### config.mk
export PLATFORM = sky130hd
export DESIGN_NAME = bpb_cell
export DESIGN_NICKNAME = d
export VERILOG_FILES = /design/src/design/bpb_pkg.sv /design/src/design/bpb_cell.sv
export SDC_FILE = /design/constraint.sdc
export NUM_CORES = 1
export LEC_CHECK = 0
export ABC_CLOCK_PERIOD_IN_PS = 12380
export BUFFER_PORTS_ARGS = -buffer_cell sky130_fd_sc_hd__buf_2
export CORE_AREA = 5 5 360 362
export DETAILED_ROUTE_END_ITERATION = 8
export DIE_AREA = 0 0 365 367
export HOLD_SLACK_MARGIN = 0.12
export SYNTH_ARGS = -nofsm -noshare
export SYNTH_HDL_FRONTEND = slang
export SYNTH_SLANG_ARGS = --single-unit
### constraint.sdc
create_clock -name clk -period 12.38 [get_ports clk]
set_input_delay 0.619 -clock clk [delete_from_list [all_inputs] [get_ports clk]]
set_output_delay 0.619 -clock clk [all_outputs]
set_load 0.01 [all_outputs]
### src/design/bpb_pkg.sv
// Shared types and constants of the patch bisection and binning block.
package bpb_pkg;

  localparam int FIELD_W = 32;
  localparam int CNT_W   = 7;
  localparam int IDX_W   = 6;
  localparam int ADDR_W  = 5;
  localparam int REG_W   = 3;

  // commands carried by an input beat
  localparam logic CMD_BUILD    = 1'b0;
  localparam logic CMD_CLASSIFY = 1'b1;

  // register indexes
  localparam logic [REG_W-1:0] REG_X_LO  = 3'd0;
  localparam logic [REG_W-1:0] REG_X_HI  = 3'd1;
  localparam logic [REG_W-1:0] REG_Y_LO  = 3'd2;
  localparam logic [REG_W-1:0] REG_Y_HI  = 3'd3;
  localparam logic [REG_W-1:0] REG_COUNT = 3'd4;

  localparam logic [FIELD_W-1:0] RST_X_LO  = 32'hFFFF_0000;
  localparam logic [FIELD_W-1:0] RST_X_HI  = 32'h0001_0000;
  localparam logic [FIELD_W-1:0] RST_Y_LO  = 32'hFFFF_0000;
  localparam logic [FIELD_W-1:0] RST_Y_HI  = 32'h0001_0000;
  localparam logic [CNT_W-1:0]   RST_COUNT = 7'd1;

  // rectangle sides within a packed rect word
  localparam int SIDE_L = 0;
  localparam int SIDE_R = 1;
  localparam int SIDE_B = 2;
  localparam int SIDE_T = 3;

  // queue operations on the cell row
  localparam logic [1:0] CELL_HOLD  = 2'd0;
  localparam logic [1:0] CELL_SHIFT = 2'd1;  // shift left, ins_a at size-1
  localparam logic [1:0] CELL_SPLIT = 2'd2;  // as shift, plus ins_b at size

  typedef struct packed {
    logic [1:0]       op;
    logic [CNT_W-1:0] size;
    logic [CNT_W-1:0] built;
    logic             advance;
  } cell_ctrl_t;

endpackage

### src/design/bpb_cell.sv
// One patch cell: queue slot for the build and one stage of the classify chain.
module bpb_cell #(
  parameter int COORD_WIDTH = 32,
  parameter int INDEX       = 0
) (
  input  logic                                 clk,
  input  logic                                 rst,
  input  bpb_pkg::cell_ctrl_t                  ctrl,
  input  logic [3:0][COORD_WIDTH-1:0]          ins_a,
  input  logic [3:0][COORD_WIDTH-1:0]          ins_b,
  input  logic [3:0][COORD_WIDTH-1:0]          rect_in,
  output logic [3:0][COORD_WIDTH-1:0]          rect,
  input  logic                                 valid_in,
  input  logic signed [COORD_WIDTH-1:0]        x_in,
  input  logic signed [COORD_WIDTH-1:0]        y_in,
  input  logic                                 found_in,
  input  logic [bpb_pkg::IDX_W-1:0]            idx_in,
  input  logic [3:0][COORD_WIDTH-1:0]          bnd_in,
  output logic                                 valid_out,
  output logic signed [COORD_WIDTH-1:0]        x_out,
  output logic signed [COORD_WIDTH-1:0]        y_out,
  output logic                                 found_out,
  output logic [bpb_pkg::IDX_W-1:0]            idx_out,
  output logic [3:0][COORD_WIDTH-1:0]          bnd_out
);
  import bpb_pkg::*;

  localparam logic [CNT_W-1:0] POS     = CNT_W'(INDEX);
  localparam logic [IDX_W-1:0] POS_IDX = IDX_W'(INDEX);

  logic [3:0][COORD_WIDTH-1:0] rect_next;
  logic [CNT_W-1:0]            tail;
  logic                        hit;

  assign tail = ctrl.size - CNT_W'(1);

  always_comb begin
    rect_next = rect;
    case (ctrl.op)
      CELL_SHIFT, CELL_SPLIT: begin
        if (POS == tail) begin
          rect_next = ins_a;
        end else if (ctrl.op == CELL_SPLIT && POS == ctrl.size) begin
          rect_next = ins_b;
        end else if (POS < tail) begin
          rect_next = rect_in;
        end
      end
      default: rect_next = rect;
    endcase
  end

  always_ff @(posedge clk) begin
    rect <= rect_next;
  end

  // half-open containment, only for slots inside the built table
  assign hit = (POS < ctrl.built) &&
               (x_in >= $signed(rect[SIDE_L])) && (x_in < $signed(rect[SIDE_R])) &&
               (y_in >= $signed(rect[SIDE_B])) && (y_in < $signed(rect[SIDE_T]));

  always_ff @(posedge clk) begin
    if (rst) begin
      valid_out <= 1'b0;
    end else if (ctrl.advance) begin
      valid_out <= valid_in;
    end
  end

  always_ff @(posedge clk) begin
    if (ctrl.advance) begin
      x_out <= x_in;
      y_out <= y_in;
      if (!found_in && hit) begin
        found_out <= 1'b1;
        idx_out   <= POS_IDX;
        bnd_out   <= rect;
      end else begin
        found_out <= found_in;
        idx_out   <= idx_in;
        bnd_out   <= bnd_in;
      end
    end
  end

endmodule

==> reports/qor.txt, run 1 <==
Setup TNS Final = 0 ps
design area = 0.02540 sq mm
Chip Height = 367 microns
PnR Total Power = 3.304 mW
Syn Nets = 2,117
Die ar. = 0.1340 sq mm
VDD IR-drop max = 0.0001046 V
CTS sink count = 328
DRC = 0
cell taking the most area after synthesis = edfxtp_1
largest net degree at the start of global routing = 85
Distinct cells, synth = 43
FFs w/ async S/R, synth = 0%
# rows = 131
slowest CP cell = a221oi_1
WP data arrival = 5610 ps
max layer used = met5
share of total power in sequential cells = 44.3%
Tcrit/Tclk final = 42.59%
post-synthesis sequential area ratio = 56.71%
fraction of layout cells with a size suffix above 1 = 46.70%
sw frac = 29.89%
top cells by area, synth = edfxtp_1 (57%), ha_1 (9.4%), mux2i_1 (7.4%), mux2_2 (5.5%), a21oi_1 (5.0%)
cells along the critical path = inv_1, ha_1, nand4_1, nor3_1, a221oi_1, a31oi_1, nor4_2, buf_4, nand3_1, a211oi_4, buf_4, buf_4, mux2_2
nature of the critical path endpoint = register
status = finished, final reports clean
pwr dens = 130.1 mW/mm^2
CP bufs+invs = 4
Vias/cell = 3.831
worst min path class = in2reg
final hold viol count = 0
crit-path max FO = 49
Layout area overhead = 46.39%
drt first pass iters = 5
Nets = 3,051
initial antenna violation count = 61
Worst Setup Slack, final = 7108 ps
pre-CTS WS = 6703 ps
EDFF count, synth = 327
clock transition at the registers of the reported paths = 60 ps
clock power share = 37.1%
Core Area = 0.1264 sq mm
Slew headroom = 32.90%
Peak Freq = 0.1897 GHz
GRT Resource Usage Total = 13.22%
htree depth = 2
First DRT Iteration DRCs = 1,212
leak pwr = 12.04 nW
Antenna Violating Nets Remaining = 0
die width = 365 microns
placed insts = 3,936
max-slew violations = 0
max incr delay on CP = 700 ps
dominant synthesized flop cell = edfxtp_1
cell-internal power = 2.317 mW
Mapped Area = 0.01735 sq mm
CP required = 12,720 ps
cells after synthesis = 1,384
Final Critical Period = 5272 ps
crit-path most repeated cell = buf_4
RSZ-0062 raised after global routing = false
critical path type = reg2reg
Detail Route met2 WL = 42.57 mm
DP Area = 0.02400 sq mm
Port Buf Inserts = 930
synth cell count leaders = edfxtp_1 (327), a21oi_1 (172), nor2_1 (145)
syn avg cell area = 12.54 sq um
Remaining Overflow, GRT = 0
hpwl dp = 78.86 mm
CTS tree = yes
Logic pwr share = 18.6%
Post-CTS Resized = 0
Yosys reg bits = 328
Final Setup Violations = 0
family with the most delay on the worst path = buffers and inverters
transition time at the pin with the least slew margin = 1007 ps
Met1 Routed Length = 37.88 mm
I/O Pins = 931
Max Cap Viol = 0
total number of vias = 15.45k
vias in the first global route = 15.35k
clk_lat worst skew = 590 ps
Critical Path Start Type = register
first-pass GRT wire length = 122.9 mm
Wirelength per Cell = 23.31 microns
total CTS buffers = 41
Final Instance Count excl. Fillers = 4,033
Yosys top cell area share = 56.59%
worst setup skew after layout = 13.63 ps
routability congestion estimate = 0.9207
Synth Warn # = 0
Net Switching = 987.6 uW
initial core utilization = 13.73%
CTS root buffer = clkbuf_16
clk buf depth = 3
most common cell in the netlist = edfxtp_1
met3 routed WL = 10.69 mm
Post-Route WL = 94.01 mm
[path summary, 6_finish.rpt]
path             start           to  slack (ps)  cells past startpoint
max           rect[47]  bnd_out[79]        7110                     13
min           x_in[20]    x_out[20]         250                      1
max reg2reg   rect[47]  bnd_out[79]        7110                     13
min reg2reg  valid_out    valid_out         500                      2
[what timing repair did]
action	in CTS	in global routing
buffers inserted	0	0
hold endpoints to repair	1	0
hold buffers	1	0
[area by class of cell]
| type | count | area [sq um] |
|---|---|---|
| fillers | 13880 | 101000 |
| flip-flops and latches | 328 | 9839 |
| multi-input cells | 866 | 6779 |
| repair buffers | 947 | 4807 |
| well taps | 1662 | 2079 |
| clock buffers | 45 | 1041 |
| inverters | 134 | 503.0 |
| clock inverters | 27 | 290.3 |
| diodes | 24 | 60.06 |
[power by group through the flow]
stage | combinational [mW] | sequential, mW | clock, mW
after CTS | 0.624 | 1.47 | 1.27
after global routing | 0.676 | 1.47 | 1.31
after global placement | 0.614 | 1.49 | 0
after floorplan | 0.208 | 1.48 | 0
after detailed placement | 0.621 | 1.49 | 0
final | 0.613 | 1.46 | 1.23
[per-layer routing]
metal / vias up / track usage [%]
met1: 7388 / 16.31
met4: 22 / 4.684
met3: 152 / 5.215
met5: - / 0
met2: 873 / 20.94
li1: 7015 / -
[flip-flops by register name, summed over array words and instances, names as in the netlist]
signal and cells:
bnd_out 128, found_out 1, idx_out 6, rect 128, valid_out 1, x_out 32
y_out 32
[logic make-up after synthesis]
| kind of cell | after synthesis | share of synthesized area, % |
|---|---|---|
| buf+inv | 190 | 4.406 |
| simple gates | 245 | 6.223 |
| mux | 257 | 15.75 |
| xor+xnor | 1 | 0.05049 |
| flops | 328 | 56.71 |
| compound gates | 233 | 7.485 |
| fa+ha+maj | 130 | 9.375 |
[placed cells by master, fill, tap and decap left out, types with 30 or more instances in the layout]
master     Yosys  final
inv_1        134    134
nor2_1       145    145
ha_1         130    130
buf_2          8    929
a21oi_1      172    171
mux2_2        85     85
mux2_1        43     43
nand2_1       31     30
mux2i_1      129    129
clkbuf_16      0     41
edfxtp_1     327    327
[per-stage QoR]
step,hold slack [ps],util [%]
CTS,178.2,20.05
global placement,482.0,18.98
detailed placement,491.1,18.99
finish,246.6,20.10
floorplan,527.9,-
global route,203.6,20.07
No activity file was read; power rests on OpenSTA's default activity.
==> inputs of run 2 (changes only) <==
Settings changed: ABC_AREA set to 1, ABC_CLOCK_PERIOD_IN_PS 12380 to 4750, CORE_AREA 5 5 360 362 to 5 5 355 357, DIE_AREA 0 0 365 367 to 0 0 360 362.
Clock period 12.38 ns to 4.75 ns, I/O delays scaled along.
==> run 2 against run 1 <==
Compared with the run above: first-iteration DRC count grew 57%; hold slack worse by 78 ps; die area decreased by 2.7%; maximum frequency grew 38%; flip-flop and latch count stayed put; largest cell class unchanged; wire length rose by 19%; count of clock-buffer cells in the layout grew 8; sequential share of layout area shrank 6.3 points.
==> reports/qor.txt, run 2 <==
commonest non-fill, non-tap cell in the layout = buf_2
PnR Total Power = 9.676 mW (+190%)
Post-CTS Resized = 0 (unchanged)
fraction of layout cells with a size suffix above 1 = 30.84% (-16 points)
worst setup skew after layout = 17.26 ps (+3.631 ps)
WP data arrival = 4150 ps (-1460 ps)
nature of the critical path endpoint = register
Max Cap Viol = 0 (unchanged)
worst min path class = in2reg
most common cell in the netlist = nand2_1
# rows = 129 (-1.5%)
Yosys top cell area share = 54.82% (-1.8 points)
EDFF count, synth = 327 (unchanged)
total CTS buffers = 42 (+2.4%)
Hold Path Stages = 3 (+2)
vias in the first global route = 20.40k (+33%)
Setup TNS Final = 0 ps (unchanged)
DRC = 0 (unchanged)
Slew headroom = 17.61% (-15 points)
R2R setup slack = 920 ps (-6180 ps)
VDD IR-drop max = 0.0002293 V (+120%)
Mapped Area = 0.01791 sq mm (+3.2%)
routability congestion estimate = 0.9209 (about the same)
Synth Warn # = 0 (unchanged)
RSZ-0062 raised after global routing = false
Chip Height = 362 microns (-1.4%)
dominant synthesized flop cell = edfxtp_1
slowest CP cell = edfxtp_1
Tcrit/Tclk final = 80.53% (+38 points)
Syn Nets = 2,670 (+26%)
family with the most delay on the worst path = simple AND/OR/NAND/NOR gates
largest net degree at the start of global routing = 131 (+54%)
CTS root buffer = clkbuf_16
final hold viol count = 0 (unchanged)
CTS sink count = 328 (unchanged)
max-slew violations = 0 (unchanged)
Port Buf Inserts = 930 (unchanged)
r2r startpoint = rect[6]
CP bufs+invs = 2 (-2)
top cells by area, synth = edfxtp_1 (55%), nand2_1 (14%), ha_1 (9.1%), a31oi_1 (4.5%), nand3_1 (4.0%)
initial antenna violation count = 39 (-36%)
syn avg cell area = 9.247 sq um (-26%)
pwr dens = 318.5 mW/mm^2 (+140%)
Final Critical Period = 3825 ps (-1447 ps)
Wirelength per Cell = 22.57 microns (-3.2%)
cells along the critical path = inv_1, ha_1, nand2_1, nor2_1, nand4_1, nor3_2, nor2_1, nor2_1, nand3_4, buf_4, nand2_1, nand2_1
RR Endpoint = bnd_out[127]
GRT Resource Usage Total = 16.27% (+3.0 points)
First DRT Iteration DRCs = 1,897 (+57%)
Nets = 4,017 (+32%)
cells on worst reg2reg path = 12 (-1)
cell taking the most area after synthesis = edfxtp_1
Layout area overhead = 69.61%
crit path capture = bnd_out[127]
first-pass GRT wire length = 152.7 mm (+24%)
Final Setup Violations = 0 (unchanged)
Antenna Violating Nets Remaining = 0 (unchanged)
top flop regs = bnd_out: 128 flops, rect: 128 flops
clock transition at the registers of the reported paths = 60 ps (about the same)
drt first pass iters = 5 (unchanged)
transition time at the pin with the least slew margin = 1236 ps (+229.4 ps)
max incr delay on CP = 540 ps (-160 ps)
htree depth = 2 (unchanged)
status = finished, final reports clean
Core Area = 0.1227 sq mm (-2.9%)
CTS tree = yes
die width = 360 microns (-1.4%)
crit-path max FO = 80 (+63%)
initial core utilization = 14.60% (+0.87 points)
Distinct cells, synth = 32 (-26%)
Post-Route WL = 112.0 mm (+19%)
Setup Buffers After CTS = 0 (unchanged)
clk buf depth = 3 (unchanged)
clk_lat worst skew = 590 ps (about the same)
Peak Freq = 0.2614 GHz (+38%)
Remaining Overflow, GRT = 0 (unchanged)
critical path type = reg2reg
hpwl dp = 86.54 mm (+9.7%)
leak pwr = 14.25 nW (+18%)
Die ar. = 0.1303 sq mm (-2.7%)
Setup crit start = rect[6]
most frequent cells in the layout = buf_2 (929), nand2_1 (651), dlygate4sd3_1 (450), edfxtp_1 (327), nor2_1 (168)
Yosys reg bits = 328 (unchanged)
total number of vias = 20.46k (+32%)
synth cell count leaders = nand2_1 (651), edfxtp_1 (327), nor2_1 (169)
CP required = 5080 ps (-7640 ps)
Vias/cell = 4.120 (+7.6%)
critical path depth = 12 (-1)
post-synthesis sequential area ratio = 54.94% (-1.8 points)
I/O Pins = 931 (unchanged)
Critical Path Start Type = register
FFs w/ async S/R, synth = 0% (unchanged)
cells after synthesis = 1,937 (+40%)
-- run 2: where the power goes --
group / internal [mW] / switching (mW)
Sequential: 3.58 / 0.286
Clock: 2.02 / 1.39
Combinational: 0.973 / 1.42
Total: 6.57 / 3.10
-- run 2: how the worst min path moves through the flow --
stage | start | endpoint | slack (ps)
CTS | rect_in[96] | rect[96] | 120
floorplan | rst | valid_out | 310
finish | rect_in[67] | rect[67] | 170
global placement | rst | valid_out | 400
global route | rect_in[96] | rect[96] | 140
detailed placement | rst | valid_out | 400
-- run 2: cells by family after synthesis --
family,synth area share [%]
buffers and inverters,6.413
multiplexers,0.05589
adder cells (fa/ha/maj),9.081
AO/OA/AOI/OAI,7.342
flip-flops,54.94
AND/OR/NAND/NOR,22.17
-- run 2: tightest hold or removal path: stages --
cell     delay (ps)
buf_2           100
nand2_1         100
a31oi_1         140
-- run 2: what timing repair did --
action | CTS | global route
hold endpoints to repair | 332 | 0
hold buffers | 450 | 0
setup endpoints to repair | 0 | 0
-- run 2: per-stage QoR --
stage               hold slack (ps)  area [sq um]  utilization [%]  instances  setup slack [ps]
global placement              397.4         24430            19.91       4427             503.3
finish                        168.3         30380            24.76       4965             924.6
detailed placement            399.3         24430            19.91       4427             492.5
floorplan                     309.9         17930                -       1937             522.8
global route                  142.5         30370            24.76       4961             509.3
CTS                           120.4         30350            24.74       4954             466.8
-- run 2: area by class of cell --
type / count / area [sq um]
Antenna cell: 11 / 27.53
Clock buffer: 53 / 1134
Clock inverter: 24 / 284.0
Fill cell: 13190 / 92290
Inverter: 169 / 644.4
Multi-Input combinational cell: 1342 / 6962
Sequential cell: 328 / 9839
Tap cell: 1637 / 2048
Timing Repair Buffer: 1401 / 9439
-- run 2: metal layers --
metal	vias to the layer above	part of all wire, %	track usage, %
li1	9307	-	-
met1	9723	42	21.04
met2	1199	46	26.79
met3	224	7.8	3.467
met4	4	4.2	6.069
met5	-	0.019	0
